[src/design/gat_pkg.sv]
package gat_pkg;

    localparam int ANGLE_BITS_DEF = 20;
    localparam int RATE_W         = 18;
    localparam int PERIOD_W       = 16;
    localparam int PERCENT_W      = 7;
    localparam int PROD_W         = RATE_W + 1 + PERIOD_W + 1;
    localparam int STEP_W         = PROD_W - PERIOD_W;
    localparam int QUEUE_DEPTH    = 2;
    localparam int PERCENT_FULL   = 100;
    localparam int PCT_MUL_W      = 7;

    localparam logic [PERIOD_W-1:0] PERIOD_RESET = PERIOD_W'(6554);

    localparam int REG_IDX_W = 2;
    localparam logic [REG_IDX_W-1:0] REG_RATE_OFFSET   = 2'd0;
    localparam logic [REG_IDX_W-1:0] REG_REST_ANGLE    = 2'd1;
    localparam logic [REG_IDX_W-1:0] REG_PRESSED_ANGLE = 2'd2;
    localparam logic [REG_IDX_W-1:0] REG_SAMPLE_PERIOD = 2'd3;

    localparam logic KIND_RATE   = 1'b0;
    localparam logic KIND_PRESET = 1'b1;

    typedef enum logic [2:0] {
        BS_IDLE,
        BS_UPDATE,
        BS_PREP,
        BS_DIVIDE,
        BS_DONE
    } t_bstate;

    function automatic int max_int(input int a, input int b);
        return (a > b) ? a : b;
    endfunction

endpackage

[src/design/gat_in_if.sv]
interface gat_in_if
    import gat_pkg::*;
#(
    parameter int ANGLE_BITS = ANGLE_BITS_DEF
);
    logic                         valid;
    logic                         ready;
    logic                         kind;
    logic signed [RATE_W-1:0]     rate;
    logic signed [ANGLE_BITS-1:0] preset_angle;

    modport source (output valid, kind, rate, preset_angle, input ready);
    modport sink   (input valid, kind, rate, preset_angle, output ready);
endinterface

[src/design/gat_out_if.sv]
interface gat_out_if
    import gat_pkg::*;
#(
    parameter int ANGLE_BITS = ANGLE_BITS_DEF
);
    logic                         valid;
    logic                         ready;
    logic signed [ANGLE_BITS-1:0] angle;
    logic [PERCENT_W-1:0]         percent;
    logic                         limited;

    modport source (output valid, angle, percent, limited, input ready);
    modport sink   (input valid, angle, percent, limited, output ready);
endinterface

[src/design/gat_front.sv]
module gat_front
    import gat_pkg::*;
#(
    parameter int ANGLE_BITS = ANGLE_BITS_DEF,
    parameter int CMD_W      = 1 + max_int(ANGLE_BITS, STEP_W)
) (
    input  logic                     i_clk,
    input  logic                     i_rst_n,
    gat_in_if.sink                   i_in,
    input  logic signed [RATE_W-1:0] i_rate_offset,
    input  logic [PERIOD_W-1:0]      i_sample_period,
    output logic                     o_push_valid,
    input  logic                     i_push_ready,
    output logic [CMD_W-1:0]         o_push_data
);
    localparam int VAL_W = CMD_W - 1;

    logic                         r_valid;
    logic                         r_kind;
    logic signed [ANGLE_BITS-1:0] r_preset;
    logic signed [PROD_W-1:0]     r_prod;

    logic                         accept;
    logic signed [RATE_W:0]       diff;
    logic signed [PERIOD_W:0]     period_s;
    logic signed [STEP_W-1:0]     step;
    logic signed [VAL_W-1:0]      value;

    assign i_in.ready = !r_valid || i_push_ready;
    assign accept     = i_in.valid && i_in.ready;

    assign diff     = (RATE_W+1)'(i_in.rate) - (RATE_W+1)'(i_rate_offset);
    assign period_s = signed'({1'b0, i_sample_period});

    // floor scaling: arithmetic shift of the Q24 product
    assign step  = r_prod[PROD_W-1:PERIOD_W];
    assign value = (r_kind == KIND_PRESET) ? VAL_W'(r_preset) : VAL_W'(step);

    assign o_push_valid = r_valid;
    assign o_push_data  = {r_kind, value};

    always_ff @(posedge i_clk) begin
        if (!i_rst_n) begin
            r_valid <= 1'b0;
        end else if (accept) begin
            r_valid <= 1'b1;
        end else if (i_push_ready) begin
            r_valid <= 1'b0;
        end
    end

    always_ff @(posedge i_clk) begin
        if (accept) begin
            r_kind   <= i_in.kind;
            r_preset <= i_in.preset_angle;
            r_prod   <= PROD_W'(diff * period_s);
        end
    end
endmodule

[src/design/gat_queue.sv]
module gat_queue
    import gat_pkg::*;
#(
    parameter int W = 1 + max_int(ANGLE_BITS_DEF, STEP_W)
) (
    input  logic         i_clk,
    input  logic         i_rst_n,
    input  logic         i_push_valid,
    output logic         o_push_ready,
    input  logic [W-1:0] i_push_data,
    output logic         o_pop_valid,
    input  logic         i_pop_ready,
    output logic [W-1:0] o_pop_data
);
    localparam int PTR_W = $clog2(QUEUE_DEPTH);
    localparam int CNT_W = $clog2(QUEUE_DEPTH + 1);

    logic [W-1:0]     r_mem [QUEUE_DEPTH];
    logic [PTR_W-1:0] r_wr;
    logic [PTR_W-1:0] r_rd;
    logic [CNT_W-1:0] r_cnt;
    logic             push;
    logic             pop;

    assign o_push_ready = (r_cnt != CNT_W'(QUEUE_DEPTH));
    assign o_pop_valid  = (r_cnt != '0);
    assign o_pop_data   = r_mem[r_rd];
    assign push         = i_push_valid && o_push_ready;
    assign pop          = o_pop_valid && i_pop_ready;

    always_ff @(posedge i_clk) begin
        if (!i_rst_n) begin
            r_wr  <= '0;
            r_rd  <= '0;
            r_cnt <= '0;
        end else begin
            if (push) begin
                r_wr <= r_wr + PTR_W'(1);
            end
            if (pop) begin
                r_rd <= r_rd + PTR_W'(1);
            end
            if (push && !pop) begin
                r_cnt <= r_cnt + CNT_W'(1);
            end else if (pop && !push) begin
                r_cnt <= r_cnt - CNT_W'(1);
            end
        end
    end

    always_ff @(posedge i_clk) begin
        if (push) begin
            r_mem[r_wr] <= i_push_data;
        end
    end
endmodule

[src/design/gat_back.sv]
module gat_back
    import gat_pkg::*;
#(
    parameter int ANGLE_BITS = ANGLE_BITS_DEF,
    parameter int CMD_W      = 1 + max_int(ANGLE_BITS, STEP_W)
) (
    input  logic                         i_clk,
    input  logic                         i_rst_n,
    input  logic                         i_q_valid,
    output logic                         o_q_ready,
    input  logic [CMD_W-1:0]             i_q_data,
    input  logic signed [ANGLE_BITS-1:0] i_rest_angle,
    input  logic signed [ANGLE_BITS-1:0] i_pressed_angle,
    gat_out_if.source                    o_out
);
    localparam int AW    = ANGLE_BITS;
    localparam int VAL_W = CMD_W - 1;
    localparam int SUM_W = VAL_W + 1;
    localparam int NUM_W = AW + 1 + PCT_MUL_W;
    localparam int CNT_W = $clog2(PERCENT_W);

    t_bstate r_state;
    t_bstate n_state;

    logic                  r_kind;
    logic signed [VAL_W-1:0] r_val;
    logic signed [AW-1:0]  r_angle;
    logic                  r_lim;
    logic [NUM_W-1:0]      r_rem;
    logic [NUM_W-1:0]      r_dsh;
    logic                  r_zero;
    logic [PERCENT_W-1:0]  r_q;
    logic [CNT_W-1:0]      r_cnt;

    logic                  r_out_valid;
    logic signed [AW-1:0]  r_out_angle;
    logic [PERCENT_W-1:0]  r_out_pct;
    logic                  r_out_lim;

    logic                  pop;
    logic                  load_out;

    logic                  rev;
    logic signed [AW-1:0]  lo;
    logic signed [AW-1:0]  hi;
    logic signed [SUM_W-1:0] sum;
    logic signed [AW-1:0]  a_cl;
    logic signed [AW:0]    num;
    logic signed [AW:0]    den;
    logic                  ge;

    assign rev = (i_rest_angle > i_pressed_angle);
    assign lo  = rev ? i_pressed_angle : i_rest_angle;
    assign hi  = rev ? i_rest_angle : i_pressed_angle;
    assign sum = SUM_W'(r_angle) + SUM_W'(r_val);

    always_comb begin
        if (r_angle < lo) begin
            a_cl = lo;
        end else if (r_angle > hi) begin
            a_cl = hi;
        end else begin
            a_cl = r_angle;
        end
    end

    assign num = rev ? ((AW+1)'(i_rest_angle) - (AW+1)'(a_cl))
                     : ((AW+1)'(a_cl) - (AW+1)'(i_rest_angle));
    assign den = rev ? ((AW+1)'(i_rest_angle) - (AW+1)'(i_pressed_angle))
                     : ((AW+1)'(i_pressed_angle) - (AW+1)'(i_rest_angle));
    assign ge  = (r_rem >= r_dsh);

    always_comb begin
        n_state = r_state;
        unique case (r_state)
            BS_IDLE: begin
                if (i_q_valid) begin
                    n_state = BS_UPDATE;
                end
            end
            BS_UPDATE: n_state = BS_PREP;
            BS_PREP:   n_state = BS_DIVIDE;
            BS_DIVIDE: begin
                if (r_cnt == '0) begin
                    n_state = BS_DONE;
                end
            end
            BS_DONE: begin
                if (!r_out_valid || o_out.ready) begin
                    n_state = BS_IDLE;
                end
            end
            default: n_state = BS_IDLE;
        endcase
    end

    always_comb begin
        pop      = 1'b0;
        load_out = 1'b0;
        unique case (r_state)
            BS_IDLE:   pop = i_q_valid;
            BS_DONE:   load_out = !r_out_valid || o_out.ready;
            default: begin
                pop      = 1'b0;
                load_out = 1'b0;
            end
        endcase
    end

    assign o_q_ready = pop;

    always_ff @(posedge i_clk) begin
        if (!i_rst_n) begin
            r_state     <= BS_IDLE;
            r_angle     <= '0;
            r_out_valid <= 1'b0;
        end else begin
            r_state <= n_state;
            if (r_state == BS_UPDATE) begin
                if (r_kind == KIND_PRESET) begin
                    r_angle <= AW'(r_val);
                end else if (sum < SUM_W'(lo)) begin
                    r_angle <= lo;
                end else if (sum > SUM_W'(hi)) begin
                    r_angle <= hi;
                end else begin
                    r_angle <= AW'(sum);
                end
            end
            if (load_out) begin
                r_out_valid <= 1'b1;
            end else if (o_out.ready) begin
                r_out_valid <= 1'b0;
            end
        end
    end

    always_ff @(posedge i_clk) begin
        if (pop) begin
            r_kind <= i_q_data[CMD_W-1];
            r_val  <= signed'(i_q_data[VAL_W-1:0]);
        end
        if (r_state == BS_UPDATE) begin
            r_lim <= (r_kind == KIND_RATE) &&
                     ((sum < SUM_W'(lo)) || (sum > SUM_W'(hi)));
        end
        if (r_state == BS_PREP) begin
            r_rem  <= NUM_W'($unsigned(num)) * NUM_W'(PERCENT_FULL);
            r_dsh  <= NUM_W'($unsigned(den)) << (PERCENT_W - 1);
            r_zero <= (den == '0);
            r_q    <= '0;
            r_cnt  <= CNT_W'(PERCENT_W - 1);
        end
        if (r_state == BS_DIVIDE) begin
            if (ge) begin
                r_rem <= r_rem - r_dsh;
            end
            r_q   <= {r_q[PERCENT_W-2:0], ge};
            r_dsh <= r_dsh >> 1;
            r_cnt <= r_cnt - CNT_W'(1);
        end
        if (load_out) begin
            r_out_angle <= r_angle;
            r_out_pct   <= r_zero ? '0 : r_q;
            r_out_lim   <= r_lim;
        end
    end

    assign o_out.valid   = r_out_valid;
    assign o_out.angle   = r_out_angle;
    assign o_out.percent = r_out_pct;
    assign o_out.limited = r_out_lim;
endmodule

[src/design/gyro_angle_tracker_percent.sv]
// channel   dir  words                          handshake
// i_in      in   kind, rate, preset_angle       valid/ready
// o_out     out  angle, percent, limited        valid/ready
// i_cfg_*   in   register index, data           write enable, no stall
//
// Front takes a word per cycle while its stage can drain into a 2-deep queue.
// Back works on one word at a time: load, update, prep, 7 divider steps, handoff;
// the divider steps run the shift-subtract percentage divider.
// Synchronous active-low reset clears the angle, queue, FSM and config, but sets the sample period to 6554.
// Output register lets the back start the next word while a result waits.
module gyro_angle_tracker_percent
    import gat_pkg::*;
#(
    parameter int ANGLE_BITS = ANGLE_BITS_DEF,
    parameter int CFG_W      = max_int(ANGLE_BITS, RATE_W)
) (
    input  logic                 i_clk,
    input  logic                 i_rst_n,
    gat_in_if.sink               i_in,
    gat_out_if.source            o_out,
    input  logic                 i_cfg_we,
    input  logic [REG_IDX_W-1:0] i_cfg_idx,
    input  logic [CFG_W-1:0]     i_cfg_data
);
    localparam int CMD_W = 1 + max_int(ANGLE_BITS, STEP_W);

    logic signed [RATE_W-1:0]     r_rate_offset;
    logic signed [ANGLE_BITS-1:0] r_rest_angle;
    logic signed [ANGLE_BITS-1:0] r_pressed_angle;
    logic [PERIOD_W-1:0]          r_sample_period;

    logic             push_valid;
    logic             push_ready;
    logic [CMD_W-1:0] push_data;
    logic             pop_valid;
    logic             pop_ready;
    logic [CMD_W-1:0] pop_data;

    always_ff @(posedge i_clk) begin
        if (!i_rst_n) begin
            r_rate_offset   <= '0;
            r_rest_angle    <= '0;
            r_pressed_angle <= '0;
            r_sample_period <= PERIOD_RESET;
        end else if (i_cfg_we) begin
            unique case (i_cfg_idx)
                REG_RATE_OFFSET:   r_rate_offset   <= signed'(i_cfg_data[RATE_W-1:0]);
                REG_REST_ANGLE:    r_rest_angle    <= signed'(i_cfg_data[ANGLE_BITS-1:0]);
                REG_PRESSED_ANGLE: r_pressed_angle <= signed'(i_cfg_data[ANGLE_BITS-1:0]);
                REG_SAMPLE_PERIOD: r_sample_period <= i_cfg_data[PERIOD_W-1:0];
                default: ;
            endcase
        end
    end

    gat_front #(
        .ANGLE_BITS (ANGLE_BITS),
        .CMD_W      (CMD_W)
    ) u_front (
        .i_clk           (i_clk),
        .i_rst_n         (i_rst_n),
        .i_in            (i_in),
        .i_rate_offset   (r_rate_offset),
        .i_sample_period (r_sample_period),
        .o_push_valid    (push_valid),
        .i_push_ready    (push_ready),
        .o_push_data     (push_data)
    );

    gat_queue #(
        .W (CMD_W)
    ) u_queue (
        .i_clk        (i_clk),
        .i_rst_n      (i_rst_n),
        .i_push_valid (push_valid),
        .o_push_ready (push_ready),
        .i_push_data  (push_data),
        .o_pop_valid  (pop_valid),
        .i_pop_ready  (pop_ready),
        .o_pop_data   (pop_data)
    );

    gat_back #(
        .ANGLE_BITS (ANGLE_BITS),
        .CMD_W      (CMD_W)
    ) u_back (
        .i_clk           (i_clk),
        .i_rst_n         (i_rst_n),
        .i_q_valid       (pop_valid),
        .o_q_ready       (pop_ready),
        .i_q_data        (pop_data),
        .i_rest_angle    (r_rest_angle),
        .i_pressed_angle (r_pressed_angle),
        .o_out           (o_out)
    );
endmodule

[src/flat_wrapper.sv]
// flat-port wrapper written by rule: the top's interface ports become plain ports
module gyro_angle_tracker_percent_flat import gat_pkg::*;
#(
    parameter int ANGLE_BITS = ANGLE_BITS_DEF,
    parameter int CFG_W      = max_int(ANGLE_BITS, RATE_W)
)
  (i_clk, i_rst_n, i_cfg_we, i_cfg_idx, i_cfg_data, i_in_valid, i_in_kind, i_in_rate, i_in_preset_angle, i_in_ready, o_out_valid, o_out_angle, o_out_percent, o_out_limited, o_out_ready);
  gat_in_if #(.ANGLE_BITS(ANGLE_BITS)) i_in_i ();
  gat_out_if #(.ANGLE_BITS(ANGLE_BITS)) o_out_i ();
  input  logic i_clk;
  input  logic i_rst_n;
  input  logic i_cfg_we;
  input  logic [REG_IDX_W-1:0] i_cfg_idx;
  input  logic [CFG_W-1:0] i_cfg_data;
  input wire logic [$bits(i_in_i.valid)-1:0] i_in_valid;
  input wire logic [$bits(i_in_i.kind)-1:0] i_in_kind;
  input wire logic [$bits(i_in_i.rate)-1:0] i_in_rate;
  input wire logic [$bits(i_in_i.preset_angle)-1:0] i_in_preset_angle;
  output wire logic [$bits(i_in_i.ready)-1:0] i_in_ready;
  output wire logic [$bits(o_out_i.valid)-1:0] o_out_valid;
  output wire logic [$bits(o_out_i.angle)-1:0] o_out_angle;
  output wire logic [$bits(o_out_i.percent)-1:0] o_out_percent;
  output wire logic [$bits(o_out_i.limited)-1:0] o_out_limited;
  input wire logic [$bits(o_out_i.ready)-1:0] o_out_ready;
  assign i_in_i.valid = i_in_valid;
  assign i_in_i.kind = i_in_kind;
  assign i_in_i.rate = i_in_rate;
  assign i_in_i.preset_angle = i_in_preset_angle;
  assign i_in_ready = i_in_i.ready;
  assign o_out_valid = o_out_i.valid;
  assign o_out_angle = o_out_i.angle;
  assign o_out_percent = o_out_i.percent;
  assign o_out_limited = o_out_i.limited;
  assign o_out_i.ready = o_out_ready;
  gyro_angle_tracker_percent #(.ANGLE_BITS(ANGLE_BITS), .CFG_W(CFG_W)) u_core (.i_clk(i_clk), .i_rst_n(i_rst_n), .i_in(i_in_i), .o_out(o_out_i), .i_cfg_we(i_cfg_we), .i_cfg_idx(i_cfg_idx), .i_cfg_data(i_cfg_data));
endmodule
[config.mk]
export PLATFORM = sky130hd
export DESIGN_NAME = gyro_angle_tracker_percent_flat
export DESIGN_NICKNAME = d
export VERILOG_FILES = /design/src/design/gat_pkg.sv /design/src/design/gat_in_if.sv /design/src/design/gat_out_if.sv /design/src/design/gat_front.sv /design/src/design/gat_queue.sv /design/src/design/gat_back.sv /design/src/design/gyro_angle_tracker_percent.sv /design/src/flat_wrapper.sv
export SDC_FILE = /design/constraint.sdc
export NUM_CORES = 2
export LEC_CHECK = 0
export BUFFER_PORTS_ARGS = -buffer_cell sky130_fd_sc_hd__buf_2
export CORE_ASPECT_RATIO = 1.2
export CORE_UTILIZATION = 50
export CTS_CLUSTER_DIAMETER = 120
export DETAILED_ROUTE_END_ITERATION = 8
export PLACE_DENSITY = 0.75
export SYNTH_ARGS = -nofsm -noshare
export SYNTH_HDL_FRONTEND = slang
export SYNTH_SLANG_ARGS = --single-unit
export TNS_END_PERCENT = 20
[constraint.sdc]
create_clock -name i_clk -period 14.7 [get_ports i_clk]
set_input_delay 0.735 -clock i_clk [delete_from_list [all_inputs] [get_ports i_clk]]
set_output_delay 0.735 -clock i_clk [all_outputs]
set_load 0.02 [all_outputs]
# Yosys cells after proc, flatten, opt, wreduce, memory -nomap -nowiden
# Memories as Yosys holds them, arrays and structs flattened. A register that Yosys moved wholly into a read port is not among the register bits.
# Index checks and enable logic that the tools add are counted.
# Widths: inputs -> output; s select.
[word_totals]
ff_bits = 255
latch_bits = 0
ram_bits = 42
mem_bits_ro = 0
input_bits = 66
n_memories = 1
[op_classes]
add_sub_neg = 12
mul = 2
div_mod_pow = 0
magnitude_cmp = 6
eq_ne = 11
n_shift = 0
n_mux = 33
n_bitwise = 1
reduce_logical = 27
[mem_list]
columns = ["memory", "depth", "word_bits", "read_ports", "rd_clocked_by_memory_dff", "wr", "line", "rtl"]
rows = [
  ["u_core.u_queue.r_mem", 2, 21, 1, 1, 1, "gat_queue.sv:18", "logic [W-1:0] r_mem [QUEUE_DEPTH];"],
]
[op_table]
columns = ["op", "count"]
rows = [
  ["$mux 20", 8],
  ["$mux 28", 3],
  ["$sub 20x20->21", 4],
  ["$mux 21", 2],
  ["$gt 20x20->1", 2],
  ["$mul 19x17->36", 1],
  ["$ge 28x27->1", 1],
  ["$sub 28x27->28", 1],
  ["$mux 27", 1],
  ["$mul 21x5->26 const B", 1],
  ["$mux 26", 1],
  ["$add 20x20->21", 1],
  ["$gt 21x20->1", 1],
  ["$logic_not 21->1", 1],
  ["$lt 21x20->1", 1],
  ["$lt 20x20->1", 1],
  ["$sub 18x18->19", 1],
  ["$mux 3", 5],
  ["$pmux 3 s5", 1],
  ["$mux 7", 2],
  ["$reduce_bool 2->1", 5],
  ["$mux 1", 8],
  ["$ne 2x2->1 const B", 4],
  ["$reduce_and 2->1", 4],
  ["17 further kinds", 32],
]

# Depth between registers and ports, before layout
[logic_depth]
depth_word = 11
depth_mapped = 61

# Modules after synthesis
# Synthesis repeated with hierarchy kept, for this count alone.
[hier_totals]
hier_cells = 4105
area_unflattened_um2 = 36308.6
[by_module_without_submodules]
columns = ["module", "instances", "cells_per_inst", "area_each_um2"]
rows = [
  ["gat_back", 1, 2058, 16656.0],
  ["gat_front", 1, 1683, 15080.7],
  ["gyro_angle_tracker_percent", 1, 275, 2821.5],
  ["gat_queue", 1, 89, 1750.4],
]

# Worst setup path before layout
# OpenSTA, ideal clock, no wires.
[synth_path]
path_type = "register -> register"
from = "reg u_core.r_rest_angle[0]"
to = "reg u_core.u_back.r_rem[27]"
setup_ns = 0.092
t_arrival_ns = 10.292
t_required_ns = 14.608
slack_ns = 4.317
path_stages_with_launch = 58
n_path_buf = 7
cell_sequence = "dfxtp_1 clkbuf_1 inv_1 ha_1 nand3b_1 a211oi_2 o21ai_1 and3_1 buf_4 nor2_4 buf_2 buf_2 clkbuf_1 clkbuf_1 nor2_1 a21oi_1 ha_1 a21o_1 (+22 left out) ha_1 ha_1 inv_1 fa_1 inv_1 ha_1 nor2b_1 nor2_1 o22a_1 o31ai_1 o21a_1 a41o_1 nor4_1 nor3_1 a31oi_1 o21ai_0 o31ai_1 nor4_1"
[synth_via]
elab_chain_len = 11
word_cells_on_any_way = 14
cone_classes = "2 x add/sub; 1 x mul; 3 x order compare; 8 x mux"
[synth_lines]
columns = ["element", "line", "rtl"]
rows = [
  ["from (decl)", "gyro_angle_tracker_percent.sv:28", "logic signed [ANGLE_BITS-1:0] r_rest_angle;"],
  ["from (signal assigned)", "gyro_angle_tracker_percent.sv:48", "REG_REST_ANGLE: r_rest_angle <= signed'(i_cfg_data[ANGLE_BITS-1:0]);"],
  ["$gt 20x20->1", "gat_back.sv:52", "assign rev = (i_rest_angle > i_pressed_angle);"],
  ["$mux 20", "gat_back.sv:54", "assign hi = rev ? i_rest_angle : i_pressed_angle;"],
  ["$gt 20x20->1", "gat_back.sv:60", "end else if (r_angle > hi) begin"],
  ["$mux 20", "gat_back.sv:60", ""],
  ["$mux 20", "gat_back.sv:58", "if (r_angle < lo) begin"],
  ["$sub 20x20->21 (on tied branches)", "gat_back.sv:68, gat_back.sv:67", ""],
  ["$mux 21 *", "gat_back.sv:67", "assign num = rev ? ((AW+1)'(i_rest_angle) - (AW+1)'(a_cl))"],
  ["$mul 21x5->26 *", "gat_back.sv:148", "r_rem <= NUM_W'($unsigned(num)) * NUM_W'(PERCENT_FULL);"],
  ["$mux 28 *", "gat_back.sv:147", "if (r_state == BS_PREP) begin"],
  ["$mux 28", "gat_back.sv:155", "if (ge) begin"],
  ["$mux 28 *", "gat_back.sv:154", "if (r_state == BS_DIVIDE) begin"],
  ["to (signal assigned)", "gat_back.sv:148", ""],
  ["to (signal assigned)", "gat_back.sv:156", "r_rem <= r_rem - r_dsh;"],
  ["to (decl)", "gat_back.sv:29", "logic [NUM_W-1:0] r_rem;"],
]
# Every way passes the cells marked *; elsewhere a longest branch is shown, timed or not.
# A chain may end at the register's enable or synchronous reset.

# Final worst setup path
[layout_path]
from = "reg u_core.r_pressed_angle[18]"
to = "reg u_core.u_back.r_rem[27]"
[layout_via]
elab_chain_len = 11
word_cells_on_any_way = 14
cone_classes = "2 x add/sub; 1 x mul; 3 x order compare; 8 x mux"
[layout_lines]
columns = ["element", "line", "rtl"]
rows = [
  ["from (decl)", "gyro_angle_tracker_percent.sv:29", "logic signed [ANGLE_BITS-1:0] r_pressed_angle;"],
  ["from (signal assigned)", "gyro_angle_tracker_percent.sv:49", "REG_PRESSED_ANGLE: r_pressed_angle <= signed'(i_cfg_data[ANGLE_BITS-1:0]);"],
  ["$gt 20x20->1", "gat_back.sv:52", ""],
  ["$mux 20", "gat_back.sv:54", ""],
  ["$gt 20x20->1", "gat_back.sv:60", ""],
  ["$mux 20", "gat_back.sv:60", ""],
  ["$mux 20", "gat_back.sv:58", ""],
  ["$sub 20x20->21 (on tied branches)", "gat_back.sv:68, gat_back.sv:67", ""],
  ["$mux 21 *", "gat_back.sv:67", ""],
  ["$mul 21x5->26 *", "gat_back.sv:148", ""],
  ["$mux 28 *", "gat_back.sv:147", ""],
  ["$mux 28", "gat_back.sv:155", ""],
  ["$mux 28 *", "gat_back.sv:154", ""],
]
# Marked as above.

==> results.yml <==
status:
  outcome: "finished, final reports clean"
timing:
  max-slew-margin-rel_pct: 26.62
  finalCriticalPeriod_ns: 12.13
  tightest_slew_ns: 1.099
  totalNegativeSetupSlack_ns: 0
  setup_slack_ns: 2.567
  hold_viol: 0
  finalCritPeriodShare_pct: 82.54
  skew_ns: 0.03963
  slew_violations: 0
  setup_viol: 0
  rsz0062_at_grt: "no"
  maxClockFrequency_ghz: 0.08242
clock_network:
  cts_resized: 0
  cts_buffers: 36
  postCtsHoldBufs: 0
  post-cts-setup-buffers: 0
  clk_latency_ns: 0.59
  cts_htree_levels: 2
  clock_path_buffers: 3
  clkTransAtPathRegs_ns: 0.06
  cts_root_buffer: "clkbuf_16"
  clock-sinks: 302
  cts_tree: "done"
logic_synthesis:
  synthCells: 3892
  netlist_area_mm2: 0.03404
  syn_area_per_cell_um2: 8.747
  ys.flop_type: "edfxtp_1"
  synthesis.nets: 4665
  ys_types: 87
  yosysWarnings: 0
  synth_edf_count: 171
  async_flop_share_pct: 0
  ys_seq_elements: 302
  synth_seq_area_share_pct: 22.79
worst_setup_path:
  cp_top_family: "compound AO/OA/AOI/OAI gates"
  critPathKind: "reg -> reg"
  max_stage_delay_ns: 0.76
  start_kind: "flip-flop"
  required_ns: 15.16
  crit_arrival_ns: 12.59
  path_buf_inv: 4
  slowest_stage: "a31oi_4"
  crit_fanout: 53
  crit_top_cell: "ha_1"
  critPathCaptureType: "flip-flop"
detailed_routing:
  wl_per_cell_um: 19.55
  first_pass_iters: 7
  ant_nets: 0
  vias: 27460
  vias_per_cell: 5.670
  postRouteWirelength_um: 94650
  route.detailed.drc: 0
  drtIter0Drc: 1809
global_routing:
  grt_first_pass_wirelength_um: 149100
  track_usage_pct: 27.78
  grt_max_degree: 78
  grt_pass1_vias: 28020
  antenna_found_initial: 10
  grt_overflow: 0
cells_and_area:
  fillCellCount: 6107
  nNetsFinal: 4682
  postLayoutCoreUtil_pct: 54.50
  area_delta_synth_final_pct: 7.505
  final_common_cell: "inv_1"
  fin_area_mm2: 0.03660
  multi_input_area_mm2: 0.02349
  seqCellArea_mm2: 0.007757
  drive_above_1_share_pct: 7.214
  layout_common_cells: "inv_1 (597), nand2_1 (517), ha_1 (379)"
run:
  max-cap-violations: 0
die:
  top_level_ports: 96
  die_y_um: 287.8
  die-area_mm2: 0.06913
  fp.dieW_um: 240.2
  rows: 104
  core_area_mm2: 0.06714
  initial_core_util_pct: 50.70
placement:
  gp_congestion: 0.9798
  postPlaceCellArea_mm2: 0.03542
  io_buffers: 95
  pre_cts_slack_ns: 2.751
  hpwl_um: 74900
hold_path:
  hold_class: "in -> reg"
-- sequential cells by signal (all words and copies together), names as in the netlist, 2 cells and up --
register,flops
u_core.r_pressed_angle,20
u_core.r_rate_offset,18
u_core.r_rest_angle,20
u_core.r_sample_period,16
u_core.u_back.o_out.angle,20
u_core.u_back.o_out.percent,7
u_core.u_back.r_angle,20
u_core.u_back.r_cnt,3
u_core.u_back.r_dsh,27
u_core.u_back.r_q,7
u_core.u_back.r_rem,28
u_core.u_back.r_state,3
u_core.u_back.r_val,20
u_core.u_front.r_preset,20
u_core.u_front.r_prod,20
u_core.u_queue.r_cnt,2
u_core.u_queue.r_mem,42
-- routing by layer --
layer | share of wire (%) | GRT usage [%] | vias to the layer above
met5 | 0.085 | 0 | -
met2 | 49 | 48.24 | 923
met3 | 6.2 | 4.948 | 312
met1 | 39 | 32.53 | 13270
met4 | 5.7 | 14.67 | 12
li1 | - | - | 12940
-- cell type report --
type	instances	share of cell area, %
inverter	599	6.144
sequential	302	21.20
timing repair buffer	137	2.161
clock buffer	50	2.660
tap	901	3.080
clock inverter	16	0.5402
multi-input combinational	2833	64.19
antenna	4	0.02735
-- cell families (layout without fill, tap and decap cells) --
family          after synthesis  in the layout  share of synthesized area [%]
simple gates               1118           1118                          15.14
xor+xnor                    129            129                          3.319
compound gates              782            782                          14.04
mux                          95             95                          2.970
buf+inv                     757            802                          8.457
other cells                   0              4                              0
fa+ha+maj                   709            709                          33.28
flops                       302            302                          22.79
-- metrics by stage --
stage	hold WS [ns]	cells
4_1_cts	0.3086	4838
2_1_floorplan	0.4003	3892
3_3_place_gp	0.4093	4772
3_5_place_dp	0.4084	4772
5_1_grt	0.3031	4838
6_report	0.3210	4842
-- cell usage after synthesis, types with 28 or more instances --
cell,count,share of area [%]
inv_1,597,6.6
nand2_1,517,5.7
ha_1,379,14
fa_1,328,19
a21oi_1,321,4.7
nor2_1,200,2.2
edfxtp_1,171,15
o21ai_0,167,2.5
dfxtp_1,131,7.7
and2_1,127,2.3
clkbuf_1,123,1.4
xnor2_1,84,2.2
a21o_1,71,1.6
mux2_2,48,1.6
nor2b_1,48,0.88
mux2i_1,47,1.4
nand3_1,46,0.68
nor3_1,45,0.66
xor2_1,45,1.2
nand4_1,32,0.59
o21a_1,28,0.62
-- worst paths after layout --
path | start | end | slack [ns] | cells past startpoint
setup / recovery | u_core.r_pressed_angle[18] | u_core.u_back.r_rem[27] | 2.57 | 46
hold / removal | i_in_preset_angle[5] | u_core.u_front.r_preset[5] | 0.32 | 1
setup reg to reg | u_core.r_pressed_angle[18] | u_core.u_back.r_rem[27] | 2.57 | 46
hold reg to reg | u_core.u_back.r_lim | u_core.u_back.o_out.limited | 0.42 | 0
Power is left out: the tool's default activity adds up to more than one toggle a clock period on the data nets, which glitch-free logic cannot reach.
